===== config.mk =====
export PLATFORM = sky130hd
export DESIGN_NAME = paged_arena_bump_allocator
export DESIGN_NICKNAME = d
export VERILOG_FILES = /design/src/pab_pkg.sv /design/src/paged_arena_bump_allocator.sv
export SDC_FILE = /design/constraint.sdc
export NUM_CORES = 2
export LEC_CHECK = 0
export BUFFER_PORTS_ARGS = -buffer_cell sky130_fd_sc_hd__buf_2
export CAP_MARGIN = 20
export CORE_MARGIN = 4
export CORE_UTILIZATION = 63
export CTS_CLUSTER_SIZE = 10
export DETAILED_ROUTE_END_ITERATION = 8
export PLACE_DENSITY_LB_ADDON = 0.05
export SYNTH_ARGS = -nofsm -noshare
export SYNTH_HDL_FRONTEND = slang
export SYNTH_SLANG_ARGS = --single-unit
export TNS_END_PERCENT = 10

===== constraint.sdc =====
create_clock -name clk -period 9.4 [get_ports clk]
set_input_delay 0.47 -clock clk [delete_from_list [all_inputs] [get_ports clk]]
set_output_delay 0.47 -clock clk [all_outputs]
set_load 0.02 [all_outputs]

===== src/pab_pkg.sv =====
// Package for the paged arena bump allocator: field widths, codes and reset values.
// Used by paged_arena_bump_allocator, pab_port_props, pab_checker and tb; depends on nothing else.
package pab_pkg;

    localparam int MAX_PAGES_DEF   = 64;
    localparam int ALIGN_BYTES_DEF = 32;

    localparam int ACTION_W   = 2;
    localparam int SIZE_W     = 16;
    localparam int STATUS_W   = 2;
    localparam int PAGE_IDX_W = 6;
    localparam int OFS_W      = 16;
    localparam int FAIL_W     = 3;
    localparam int IN_TDATA_W  = 16;
    localparam int OUT_TDATA_W = 24;

    localparam int CFG_IDX_W = 2;
    localparam int CFG_W     = 16;
    localparam int PB_W      = 16;
    localparam int SL_W      = 12;
    localparam int START_W   = 8;

    localparam logic [CFG_IDX_W-1:0] CFG_PAGE_BYTES   = 2'd0;
    localparam logic [CFG_IDX_W-1:0] CFG_SMALL_LIMIT  = 2'd1;
    localparam logic [CFG_IDX_W-1:0] CFG_FIRST_START  = 2'd2;
    localparam logic [CFG_IDX_W-1:0] CFG_LATER_START  = 2'd3;

    localparam logic [PB_W-1:0]    PAGE_BYTES_RST  = 16'd4096;
    localparam logic [SL_W-1:0]    SMALL_LIMIT_RST = 12'd4095;
    localparam logic [START_W-1:0] FIRST_START_RST = 8'd56;
    localparam logic [START_W-1:0] LATER_START_RST = 8'd32;

    localparam logic [ACTION_W-1:0] ACT_ALIGNED   = 2'd0;
    localparam logic [ACTION_W-1:0] ACT_UNALIGNED = 2'd1;
    localparam logic [ACTION_W-1:0] ACT_RESET     = 2'd2;
    localparam logic [ACTION_W-1:0] ACT_NONE      = 2'd3;

    localparam logic [STATUS_W-1:0] ST_OK        = 2'd0;
    localparam logic [STATUS_W-1:0] ST_TOO_LARGE = 2'd1;
    localparam logic [STATUS_W-1:0] ST_NO_PAGES  = 2'd2;
    localparam logic [STATUS_W-1:0] ST_RESET     = 2'd3;

    localparam logic [FAIL_W-1:0] FAIL_LIMIT = 3'd4;
    localparam logic [FAIL_W-1:0] FAIL_MAX   = 3'd7;

endpackage


===== src/paged_arena_bump_allocator.sv =====
// Paged arena bump allocator: top level with page state memories and sequencer.
// Depends on pab_pkg.
//
// Each request takes one transfer in and gives one transfer out (no result for the
// unused action code). The page memories have a single read port, so an allocation
// scans one page at a time from the current page; a page append first raises the
// failure count of each page from the current one up to the last but one, and a
// pool reset rewrites each page in use in turn. The next request is taken while a
// result still waits at the output register.
module paged_arena_bump_allocator
    import pab_pkg::*;
#(
    parameter int MAX_PAGES   = MAX_PAGES_DEF,
    parameter int ALIGN_BYTES = ALIGN_BYTES_DEF
)
(
    input  logic                   clk,
    input  logic                   rst_n,
    input  logic                   s_axis_tvalid,
    output logic                   s_axis_tready,
    input  logic [IN_TDATA_W-1:0]  s_axis_tdata,   // alloc_size
    input  logic [ACTION_W-1:0]    s_axis_tuser,   // action
    output logic                   m_axis_tvalid,
    input  logic                   m_axis_tready,
    output logic [OUT_TDATA_W-1:0] m_axis_tdata,   // page_index, byte_offset, zero pad
    output logic [STATUS_W-1:0]    m_axis_tuser,   // status
    input  logic                   cfg_we,
    input  logic [CFG_IDX_W-1:0]   cfg_index,
    input  logic [CFG_W-1:0]       cfg_wdata
);

    localparam int PG_W    = (MAX_PAGES > 1) ? $clog2(MAX_PAGES) : 1;
    localparam int CNT_W   = $clog2(MAX_PAGES + 1);
    localparam int N_W     = 17;
    localparam int RND_SH  = 17;
    localparam int RECIP_W = 18;
    localparam int PROD_W  = N_W + RECIP_W;
    localparam int AL_W    = 9;
    localparam int P_W     = N_W + AL_W;
    localparam int SUM_W   = 18;
    localparam logic [RECIP_W-1:0] RECIP    = RECIP_W'((32'd1 << RND_SH) / ALIGN_BYTES);
    localparam logic [N_W-1:0]     ALIGN_M1 = N_W'(ALIGN_BYTES - 1);
    localparam logic [N_W-1:0]     ALIGN_V  = N_W'(ALIGN_BYTES);
    localparam logic [CNT_W-1:0]   MAX_CNT  = CNT_W'(MAX_PAGES);

    typedef enum logic [10:0] {
        S_IDLE     = 11'b00000000001,
        S_SCAN_RD  = 11'b00000000010,
        S_RND1     = 11'b00000000100,
        S_RND2     = 11'b00000001000,
        S_FIT      = 11'b00000010000,
        S_FAIL_RD  = 11'b00000100000,
        S_FAIL_WR  = 11'b00001000000,
        S_APPEND   = 11'b00010000000,
        S_CLEAR    = 11'b00100000000,
        S_DONE     = 11'b01000000000,
        S_SPARE    = 11'b10000000000
    } state_t;

    // configuration
    logic [PB_W-1:0]    page_bytes_reg;
    logic [SL_W-1:0]    small_limit_reg;
    logic [START_W-1:0] first_start_reg;
    logic [START_W-1:0] later_start_reg;

    // control state
    state_t           state_reg, state_next;
    logic [PG_W-1:0]  pg_reg, pg_next;
    logic [PG_W-1:0]  cur_reg, cur_next;
    logic [PG_W-1:0]  current_reg, current_next;
    logic [CNT_W-1:0] pages_reg, pages_next;
    logic             newp_reg, newp_next;
    logic             fill0_vld_reg, fill0_vld_next;
    logic             fail0_vld_reg, fail0_vld_next;
    logic             m_valid_reg, m_valid_next;

    // payload
    logic [ACTION_W-1:0]   act_reg, act_next;
    logic [SIZE_W-1:0]     size_reg, size_next;
    logic [OFS_W-1:0]      x_reg, x_next;
    logic [N_W-1:0]        q0_reg, q0_next;
    logic [N_W-1:0]        pos_reg, pos_next;
    logic [STATUS_W-1:0]   res_status_reg, res_status_next;
    logic [PAGE_IDX_W-1:0] res_page_reg, res_page_next;
    logic [OFS_W-1:0]      res_ofs_reg, res_ofs_next;
    logic [STATUS_W-1:0]   m_status_reg, m_status_next;
    logic [PAGE_IDX_W-1:0] m_page_reg, m_page_next;
    logic [OFS_W-1:0]      m_ofs_reg, m_ofs_next;

    // page memories
    logic [OFS_W-1:0]  fill_mem [MAX_PAGES];
    logic [FAIL_W-1:0] fail_mem [MAX_PAGES];
    logic [OFS_W-1:0]  fill_rd_reg;
    logic [FAIL_W-1:0] fail_rd_reg;
    logic              fill_we, fail_we;
    logic [PG_W-1:0]   fill_waddr, fail_waddr;
    logic [OFS_W-1:0]  fill_wdata;
    logic [FAIL_W-1:0] fail_wdata;

    // datapath
    logic              pg_zero;
    logic [OFS_W-1:0]  fill_eff;
    logic [FAIL_W-1:0] fail_eff;
    logic [OFS_W-1:0]  x_src;
    logic [N_W-1:0]    n1, n2, p_lo, r_v, rounded;
    logic [PROD_W-1:0] prod;
    logic [P_W-1:0]    p_full;
    logic [START_W-1:0] start_v;
    logic [N_W-1:0]    end_v, limit_v;
    logic [SUM_W-1:0]  sum_v;
    logic              out_free;

    always_ff @(posedge clk or negedge rst_n)
    begin
        if (!rst_n)
        begin
            page_bytes_reg  <= PAGE_BYTES_RST;
            small_limit_reg <= SMALL_LIMIT_RST;
            first_start_reg <= FIRST_START_RST;
            later_start_reg <= LATER_START_RST;
        end
        else if (cfg_we)
        begin
            unique case (cfg_index)
                CFG_PAGE_BYTES:  page_bytes_reg  <= cfg_wdata[PB_W-1:0];
                CFG_SMALL_LIMIT: small_limit_reg <= cfg_wdata[SL_W-1:0];
                CFG_FIRST_START: first_start_reg <= cfg_wdata[START_W-1:0];
                CFG_LATER_START: later_start_reg <= cfg_wdata[START_W-1:0];
                default:         page_bytes_reg  <= page_bytes_reg;
            endcase
        end
    end

    always_ff @(posedge clk)
    begin
        if (fill_we)
        begin
            fill_mem[fill_waddr] <= fill_wdata;
        end
        if (fail_we)
        begin
            fail_mem[fail_waddr] <= fail_wdata;
        end
        fill_rd_reg <= fill_mem[pg_reg];
        fail_rd_reg <= fail_mem[pg_reg];
    end

    assign pg_zero  = (pg_reg == '0);
    assign fill_eff = (pg_zero && !fill0_vld_reg) ? OFS_W'(FIRST_START_RST) : fill_rd_reg;
    assign fail_eff = (pg_zero && !fail0_vld_reg) ? '0 : fail_rd_reg;
    assign x_src    = newp_reg ? OFS_W'(later_start_reg) : fill_eff;
    assign n1       = N_W'(x_src) + ALIGN_M1;
    assign prod     = PROD_W'(n1) * PROD_W'(RECIP);
    assign n2       = N_W'(x_reg) + ALIGN_M1;
    assign p_full   = P_W'(q0_reg) * P_W'(ALIGN_V);
    assign p_lo     = p_full[N_W-1:0];
    assign r_v      = n2 - p_lo;
    assign rounded  = (r_v >= ALIGN_V) ? (p_lo + ALIGN_V) : p_lo;
    assign start_v  = pg_zero ? first_start_reg : later_start_reg;
    assign end_v    = N_W'(start_v) + N_W'(page_bytes_reg);
    assign limit_v  = N_W'(later_start_reg) + N_W'(page_bytes_reg);
    assign sum_v    = SUM_W'(pos_reg) + SUM_W'(size_reg);
    assign out_free = !m_valid_reg || m_axis_tready;

    always_comb
    begin
        state_next      = state_reg;
        pg_next         = pg_reg;
        cur_next        = cur_reg;
        current_next    = current_reg;
        pages_next      = pages_reg;
        newp_next       = newp_reg;
        fill0_vld_next  = fill0_vld_reg;
        fail0_vld_next  = fail0_vld_reg;
        m_valid_next    = m_valid_reg;
        act_next        = act_reg;
        size_next       = size_reg;
        x_next          = x_reg;
        q0_next         = q0_reg;
        pos_next        = pos_reg;
        res_status_next = res_status_reg;
        res_page_next   = res_page_reg;
        res_ofs_next    = res_ofs_reg;
        m_status_next   = m_status_reg;
        m_page_next     = m_page_reg;
        m_ofs_next      = m_ofs_reg;
        fill_we         = 1'b0;
        fill_waddr      = pg_reg;
        fill_wdata      = pos_reg[OFS_W-1:0];
        fail_we         = 1'b0;
        fail_waddr      = pg_reg;
        fail_wdata      = '0;

        if (m_valid_reg && m_axis_tready)
        begin
            m_valid_next = 1'b0;
        end

        unique case (state_reg)
            S_IDLE:
            begin
                if (s_axis_tvalid)
                begin
                    act_next        = s_axis_tuser;
                    size_next       = s_axis_tdata[SIZE_W-1:0];
                    res_status_next = ST_TOO_LARGE;
                    res_page_next   = '0;
                    res_ofs_next    = '0;
                    newp_next       = 1'b0;
                    if (s_axis_tuser == ACT_RESET)
                    begin
                        pg_next    = '0;
                        state_next = S_CLEAR;
                    end
                    else if (s_axis_tuser != ACT_NONE)
                    begin
                        pg_next = current_reg;
                        if (s_axis_tdata[SIZE_W-1:0] > SIZE_W'(small_limit_reg))
                        begin
                            state_next = S_DONE;
                        end
                        else if (CNT_W'(current_reg) < pages_reg)
                        begin
                            state_next = S_SCAN_RD;
                        end
                        else
                        begin
                            newp_next  = 1'b1;
                            state_next = S_RND1;
                        end
                    end
                end
            end
            S_SCAN_RD:
            begin
                state_next = S_RND1;
            end
            S_RND1:
            begin
                x_next     = x_src;
                q0_next    = prod[RND_SH+N_W-1:RND_SH];
                state_next = S_RND2;
            end
            S_RND2:
            begin
                pos_next   = (newp_reg || act_reg == ACT_ALIGNED) ? rounded : N_W'(x_reg);
                state_next = S_FIT;
            end
            S_FIT:
            begin
                if (!newp_reg)
                begin
                    if (sum_v <= SUM_W'(end_v))
                    begin
                        fill_we         = 1'b1;
                        fill_wdata      = sum_v[OFS_W-1:0];
                        fill0_vld_next  = fill0_vld_reg || pg_zero;
                        res_status_next = ST_OK;
                        res_page_next   = PAGE_IDX_W'(pg_reg);
                        res_ofs_next    = pos_reg[OFS_W-1:0];
                        state_next      = S_DONE;
                    end
                    else if (CNT_W'(pg_reg) + 1'b1 < pages_reg)
                    begin
                        pg_next    = pg_reg + 1'b1;
                        state_next = S_SCAN_RD;
                    end
                    else
                    begin
                        newp_next  = 1'b1;
                        state_next = S_RND1;
                    end
                end
                else if (sum_v > SUM_W'(limit_v))
                begin
                    res_status_next = ST_TOO_LARGE;
                    state_next      = S_DONE;
                end
                else if (pages_reg >= MAX_CNT)
                begin
                    res_status_next = ST_NO_PAGES;
                    state_next      = S_DONE;
                end
                else
                begin
                    pg_next  = current_reg;
                    cur_next = current_reg;
                    if (CNT_W'(current_reg) + 1'b1 < pages_reg)
                    begin
                        state_next = S_FAIL_RD;
                    end
                    else
                    begin
                        state_next = S_APPEND;
                    end
                end
            end
            S_FAIL_RD:
            begin
                state_next = S_FAIL_WR;
            end
            S_FAIL_WR:
            begin
                if (fail_eff > FAIL_LIMIT)
                begin
                    cur_next = pg_reg + 1'b1;
                end
                fail_we        = 1'b1;
                fail_wdata     = (fail_eff < FAIL_MAX) ? fail_eff + 1'b1 : fail_eff;
                fail0_vld_next = fail0_vld_reg || pg_zero;
                if (CNT_W'(pg_reg) + 2'd2 < pages_reg)
                begin
                    pg_next    = pg_reg + 1'b1;
                    state_next = S_FAIL_RD;
                end
                else
                begin
                    state_next = S_APPEND;
                end
            end
            S_APPEND:
            begin
                fill_we         = 1'b1;
                fill_waddr      = pages_reg[PG_W-1:0];
                fill_wdata      = sum_v[OFS_W-1:0];
                fail_we         = 1'b1;
                fail_waddr      = pages_reg[PG_W-1:0];
                fail_wdata      = '0;
                pages_next      = pages_reg + 1'b1;
                current_next    = cur_reg;
                res_status_next = ST_OK;
                res_page_next   = PAGE_IDX_W'(pages_reg);
                res_ofs_next    = pos_reg[OFS_W-1:0];
                state_next      = S_DONE;
            end
            S_CLEAR:
            begin
                fill_we        = 1'b1;
                fill_wdata     = OFS_W'(start_v);
                fill0_vld_next = fill0_vld_reg || pg_zero;
                if (CNT_W'(pg_reg) + 1'b1 < pages_reg)
                begin
                    pg_next = pg_reg + 1'b1;
                end
                else
                begin
                    res_status_next = ST_RESET;
                    state_next      = S_DONE;
                end
            end
            S_DONE:
            begin
                if (out_free)
                begin
                    m_valid_next  = 1'b1;
                    m_status_next = res_status_reg;
                    m_page_next   = res_page_reg;
                    m_ofs_next    = res_ofs_reg;
                    state_next    = S_IDLE;
                end
            end
            default:
            begin
                state_next = S_IDLE;
            end
        endcase
    end

    always_ff @(posedge clk or negedge rst_n)
    begin
        if (!rst_n)
        begin
            state_reg     <= S_IDLE;
            pg_reg        <= '0;
            cur_reg       <= '0;
            current_reg   <= '0;
            pages_reg     <= CNT_W'(1);
            newp_reg      <= 1'b0;
            fill0_vld_reg <= 1'b0;
            fail0_vld_reg <= 1'b0;
            m_valid_reg   <= 1'b0;
        end
        else
        begin
            state_reg     <= state_next;
            pg_reg        <= pg_next;
            cur_reg       <= cur_next;
            current_reg   <= current_next;
            pages_reg     <= pages_next;
            newp_reg      <= newp_next;
            fill0_vld_reg <= fill0_vld_next;
            fail0_vld_reg <= fail0_vld_next;
            m_valid_reg   <= m_valid_next;
        end
    end

    always_ff @(posedge clk)
    begin
        act_reg        <= act_next;
        size_reg       <= size_next;
        x_reg          <= x_next;
        q0_reg         <= q0_next;
        pos_reg        <= pos_next;
        res_status_reg <= res_status_next;
        res_page_reg   <= res_page_next;
        res_ofs_reg    <= res_ofs_next;
        m_status_reg   <= m_status_next;
        m_page_reg     <= m_page_next;
        m_ofs_reg      <= m_ofs_next;
    end

    assign s_axis_tready = (state_reg == S_IDLE);
    assign m_axis_tvalid = m_valid_reg;
    assign m_axis_tuser  = m_status_reg;
    assign m_axis_tdata  = {(OUT_TDATA_W - OFS_W - PAGE_IDX_W)'(0), m_ofs_reg, m_page_reg};

endmodule


Word level (Yosys, flattened, before mapping)
Memory sizes are Yosys's and may differ from the RTL's. A register that Yosys moved wholly into a read port is not among the register bits.
Cells that the tools add are included.

operators by class
  add/sub/neg operators = 13
  multipliers = 0
  div/mod/pow operators = 0
  order comparisons = 11
  equal/unequal tests = 31
  shift-type cells = 0
  muxes and demuxes = 78
  bitwise operators = 0
  reduce and logical (&&, ||, !) cells = 34

operators with widths
  cell                   number
  $mux 16                8
  $pmux 11 s10           1
  $pmux 16 s3            2
  $mux 6                 15
  $mux 11                6
  $mux 10                4
  $add 16x5->17 const B  2
  $add 8x16->17          2
  $mux 8                 3
  $pmux 6 s4             1
  $ne 2x2->1 const B     11
  $lt 7x7->1             3
  $mux 1                 20
  $add 17x16->18         1
  $gt 18x17->1           1
  $le 18x17->1           1
  $pmux 6 s3             1
  $add 17x6->17 const B  1
  $ge 17x6->1 const B    1
  $mux 17                1
  $sub 17x17->17         1
  $gt 16x12->1           1
  $mux 3                 5
  $add 6x1->7 const B    2
  other kinds (41)       73

word-level totals
  register bits after elaboration = 195
  latch bits = 0
  memory bits (writable) = 1216
  bits in read-only memories = 0
  bits of input ports = 41
  output and inout bits = 28
  logic and storage cells = 194
  memories = 2

memory list
  name      depth  width  rd ports  clocked after memory_dff  wr ports  RTL line                          source
  fill_mem  64     16     1         1                         1         paged_arena_bump_allocator.sv:91  logic [OFS_W-1:0] fill_mem [MAX_PAGES];
  fail_mem  64     3      1         1                         1         paged_arena_bump_allocator.sv:92  logic [FAIL_W-1:0] fail_mem [MAX_PAGES];

Depth between registers and ports, before layout
  word-level depth = 9
  mapped depth = 28
  mapped depth without buffers = 26

Least setup slack after synthesis
OpenSTA, ideal clock, no wires.

  kind = register -> register
  start = register pg_reg[1]
  end = memory fill_mem[0][0] (enable)
  setup time = 0.409 ns
  arrival = 6.495 ns
  data required time = 8.991 ns
  slack = 2.495 ns
  stages on the path, launching flop included = 28
  path buffers = 3
  clock period less this slack = 6.905 ns
  cell sequence = dfrtp_1 > clkbuf_1 > inv_1 > ha_1 > nand2_1 > buf_1 > mux2_2 > ha_1 > nor2b_1 > o21ai_0 > a21boi_0 > o21ai_0 > a21oi_1 > o21ai_0 > a21oi_1 > nand3_1 > xor2_1 > ha_1 > and3_1 > nand3_1 > or2_2 > o32a_1 > o31ai_1 > nand2_1 > o21ai_0 > o31ai_2 > buf_2 > nor3_1

between the ends
  longest elaborated chain between the ends = 9
  elaborated cells between the ends (all ways) = 10
  those cells by class = 1 x add/sub; 1 x order compare; 7 x mux; 1 x reduce/logical

RTL lines
  item                          RTL line                           source
  start, declared               paged_arena_bump_allocator.sv:68   logic [PG_W-1:0] pg_reg, pg_next;
  start signal, assigned        paged_arena_bump_allocator.sv:386  pg_reg <= pg_next;
  $logic_not 6->1               paged_arena_bump_allocator.sv:148  assign pg_zero = (pg_reg == '0);
  $mux 8                        paged_arena_bump_allocator.sv:159  assign start_v = pg_zero ? first_start_reg : later_start_reg;
  $add 8x16->17                 paged_arena_bump_allocator.sv:160  assign end_v = N_W'(start_v) + N_W'(page_bytes_reg);
  $le 18x17->1                  paged_arena_bump_allocator.sv:253  if (sum_v <= SUM_W'(end_v))
  $mux 1                        paged_arena_bump_allocator.sv:253
  $mux 1                        paged_arena_bump_allocator.sv:251  if (!newp_reg)
  $pmux 1 s2                    paged_arena_bump_allocator.sv:199  unique case (state_reg)
  $mux 1                        paged_arena_bump_allocator.sv:136  if (fill_we)
  $mux 1 (implied by the code)  paged_arena_bump_allocator.sv:138  fill_mem[fill_waddr] <= fill_wdata;
  end, declared                 paged_arena_bump_allocator.sv:91

Parallel ways exist; a longest one is shown, timed or not.

Worst setup path in the final report
  start = register pg_reg[1]
  end = memory fill_mem[56][1] (enable)

The elaborated chain is that of the path after synthesis.

==> impl_metrics.toml <==
[status]
outcome = "completed"

[timing]
hold_viol = 0
setup_tns_ns = 0
drv_slew = 0
post-route-period-util = 0.8585
fmax_ghz = 0.1239
fin_worst_skew_ns = 0.02549
rsz0062_at_grt = "no"
finalSetupViolCount = 0
relSlewSlack = 0.3052
min_period_ns = 8.070
tightest_slew_ns = 1.039

[yosys]
ys_types = 80
syn_area_per_cell_um2 = 17.37
synth_top_family_by_area = "multiplexers"
yosysWarningCount = 0
synth-edff-count = 1327
ys.flop_type = "edfxtp_1"
synthArstFlopShare = 0.05808
ys_seq_area_frac = 0.7042
synth.area.mux_share = 0.1400
ys_ff_latch = 1429
synth_fa_ha_area_frac = 0.02943
syn_inst = 3461
synth_area_um2 = 60110
synth_compound_area_frac = 0.05095
synthSimpleGateAreaFrac = 0.04766
synthXorXnorAreaFrac = 0.01049

[floorplanning]
coreArea_um2 = 94870
start_util = 0.6336
die_h_um = 316.9
io_pins = 69
die_area_um2 = 100400
num_rows = 113
die_w_um = 316.9

[pwr]
ir_drop_uv = 240.5
p_total_mw = 14.01
power_density_nw_per_um2 = 206.4
p_leak_nw = 21.75

[global_route]
grt_overflow_total = 0
grt_pass1_wl_um = 223700
antenna_found_initial = 2
grt_max_degree = 81
grtUsageTotal = 0.3072
grt_pass1_vias = 33600

[worst_hold_path]
whs_endpoint = "m_axis_tvalid$_DFF_PN0_"
hp-class = "input pin to register"
hold_start = "m_axis_tready"
whs_path_depth = 3

[detailed_routing]
via_per_inst = 6.619
met1Wirelength_um = 59590
routed.top_layer = "met5"
vias = 33190
wl_per_cell_um = 29.91
routed_wl_um = 150000
dr_wl_met2_um = 71850
drt_first_pass_iters = 5
wl_met3_um = 13110
ant_nets = 0
drt-initial-drc-count = 4106
drc = 0

[clocking]
root_buffer = "clkbuf_16"
cts_tree = "done"
cts_resized = 0
cts_hold_buf = 31
cts_buffers = 163
clkSinkCount = 1429
post-cts-setup-buffers = 0
clock_latency_ns = 0.76
clkTransAtPathRegs_ns = 0.05
h-tree-depth = 4
clockBufferDepth = 3

[cells_and_area]
syn_to_final_growth_pct = 12.89
postLayoutCellArea_um2 = 67860
layout_commonest_cell = "edfxtp_1"
drive_above_1_share = 0.2283
layout_common_cells = "1327 x edfxtp_1, 270 x mux4_2, 176 x mux2i_1"
final_nets = 3870
largest_reg_flops = 1024
fill_cells = 5832

[worst_setup_path]
slowest_stage = "dfrtp_4"
r2r_start = "pg_reg[1]$_DFFE_PN0P_"
reg2reg_to = "fill_mem[56][1]$_DFFE_PP_"
r2r_cells = 26
slowest_delay_ns = 0.87
rrSetupSlack_ns = 1.33
worstPathRequired_ns = 9.84
crit_family = "compound AO/OA/AOI/OAI gates"
startpoint_type = "register"
setup.worst_path.class = "register to register"
cp_common_cell = "o21ai_0"
crit_fanout = 80
cp.arrival_ns = 8.51
worst-path-buf-inv = 4
endpoint_kind = "register"

[place]
dpl.hpwl_um = 93420
port_buffers = 66
gp_congestion = 0.9019
placed_area_um2 = 62960

[job]
drv_cap = 0
[per-stage QoR]
stage	hold slack, ns	instances	setup slack (ns)	util
2_1_floorplan	0.1744	3462	2.495	-
3_3_place_gp	0.3489	4758	1.557	0.6636
3_5_place_dp	0.3530	4758	1.495	0.6636
4_1_cts	0.00002642	5013	1.406	0.7150
5_1_grt	0.03228	5014	0.6550	0.7153
6_report	0.04667	5015	1.330	0.7153
[how the worst max path moves through the flow]
stage	startpoint	to	slack (ns)	cells after the start
6_report	pg_reg[1]$_DFFE_PN0P_	fill_mem[56][1]$_DFFE_PP_	1.33	26
3_5_place_dp	pg_reg[1]$_DFFE_PN0P_	fill_mem[48][5]$_DFFE_PP_	1.49	26
3_3_place_gp	pg_reg[1]$_DFFE_PN0P_	fill_mem[50][5]$_DFFE_PP_	1.56	26
5_1_grt	pg_reg[1]$_DFFE_PN0P_	fill_mem[19][5]$_DFFE_PP_	0.65	26
4_1_cts	pg_reg[1]$_DFFE_PN0P_	fill_mem[23][5]$_DFFE_PP_	1.41	26
2_1_floorplan	pg_reg[1]$_DFFE_PN0P_	fill_mem[0][0]$_DFFE_PP_	2.50	27
[Yosys cell counts (28+ instances only)]
master / count / area [um^2]
nor2_1: 141 / 529.3
inv_1: 79 / 296.5
nor2b_1: 29 / 181.4
mux2i_1: 176 / 1762
o22ai_1: 29 / 181.4
o221ai_1: 33 / 289.0
xnor2_1: 44 / 385.4
a21oi_1: 103 / 515.5
nand2_1: 158 / 593.1
dfrtp_1: 64 / 1602
edfxtp_1: 1327 / 39850
nand3_1: 50 / 250.2
mux4_2: 270 / 6081
mux2_2: 51 / 574.3
ha_1: 135 / 1689
o21ai_0: 143 / 715.7
nor3_1: 84 / 420.4
xor2_1: 28 / 245.2
clkbuf_1: 98 / 367.9
buf_2: 49 / 245.2
[worst reg2reg max path: stages (launching register included)]
cell       delay [ns]
dfrtp_4          0.87
inv_1            0.32
ha_1             0.30
nand2_1          0.23
mux2_2           0.40
ha_1             0.20
inv_1            0.08
fa_1             0.21
nor2b_1          0.05
o21ai_0          0.22
a21boi_0         0.12
o21ai_0          0.28
a21oi_1          0.13
o21ai_0          0.33
a21oi_1          0.19
nand3_1          0.13
xor2_1           0.16
ha_1             0.27
a2111oi_0        0.40
o21ai_0          0.18
o31ai_1          0.54
nand2_1          0.23
o21ai_0          0.40
o31ai_4          0.15
buf_12           0.26
nor3_2           0.78
buf_4            0.31
[routing by layer]
metal / vias up / track usage
li1: 14250 / -
met1: 17010 / 0.4413
met2: 1667 / 0.4829
met3: 268 / 0.05963
met4: 2 / 0.1058
met5: - / 0
[final cells by class]
type	count	area [um^2]	share of cell area
timing repair buffer	236	1819	0.02681
sequential	1429	42350	0.6240
clock inverter	12	172.7	0.002544
inverter	82	309.0	0.004554
clock buffer	212	4389	0.06468
multi-input combinational	1778	17240	0.2540
tap	1265	1583	0.02332
antenna	1	2.502	0.00003688
[power by group]
part	switching [mW]	internal, mW	total (mW)
combinational	0.769	0.443	1.21
sequential	0.0870	7.14	7.22
clock	2.32	3.25	5.57
total	3.18	10.8	14.0
[cell families (layout without fill, tap and decap cells)]
kind of cell,Yosys count,after routing
other,1,3
flip-flops,1429,1429
AO/OA/AOI/OAI,475,475
XOR/XNOR,72,72
buffers and inverters,255,542
adder cells (fa/ha/maj),139,139
AND/OR/NAND/NOR,593,593
multiplexers,497,497
No activity file was read; power rests on OpenSTA's default activity.
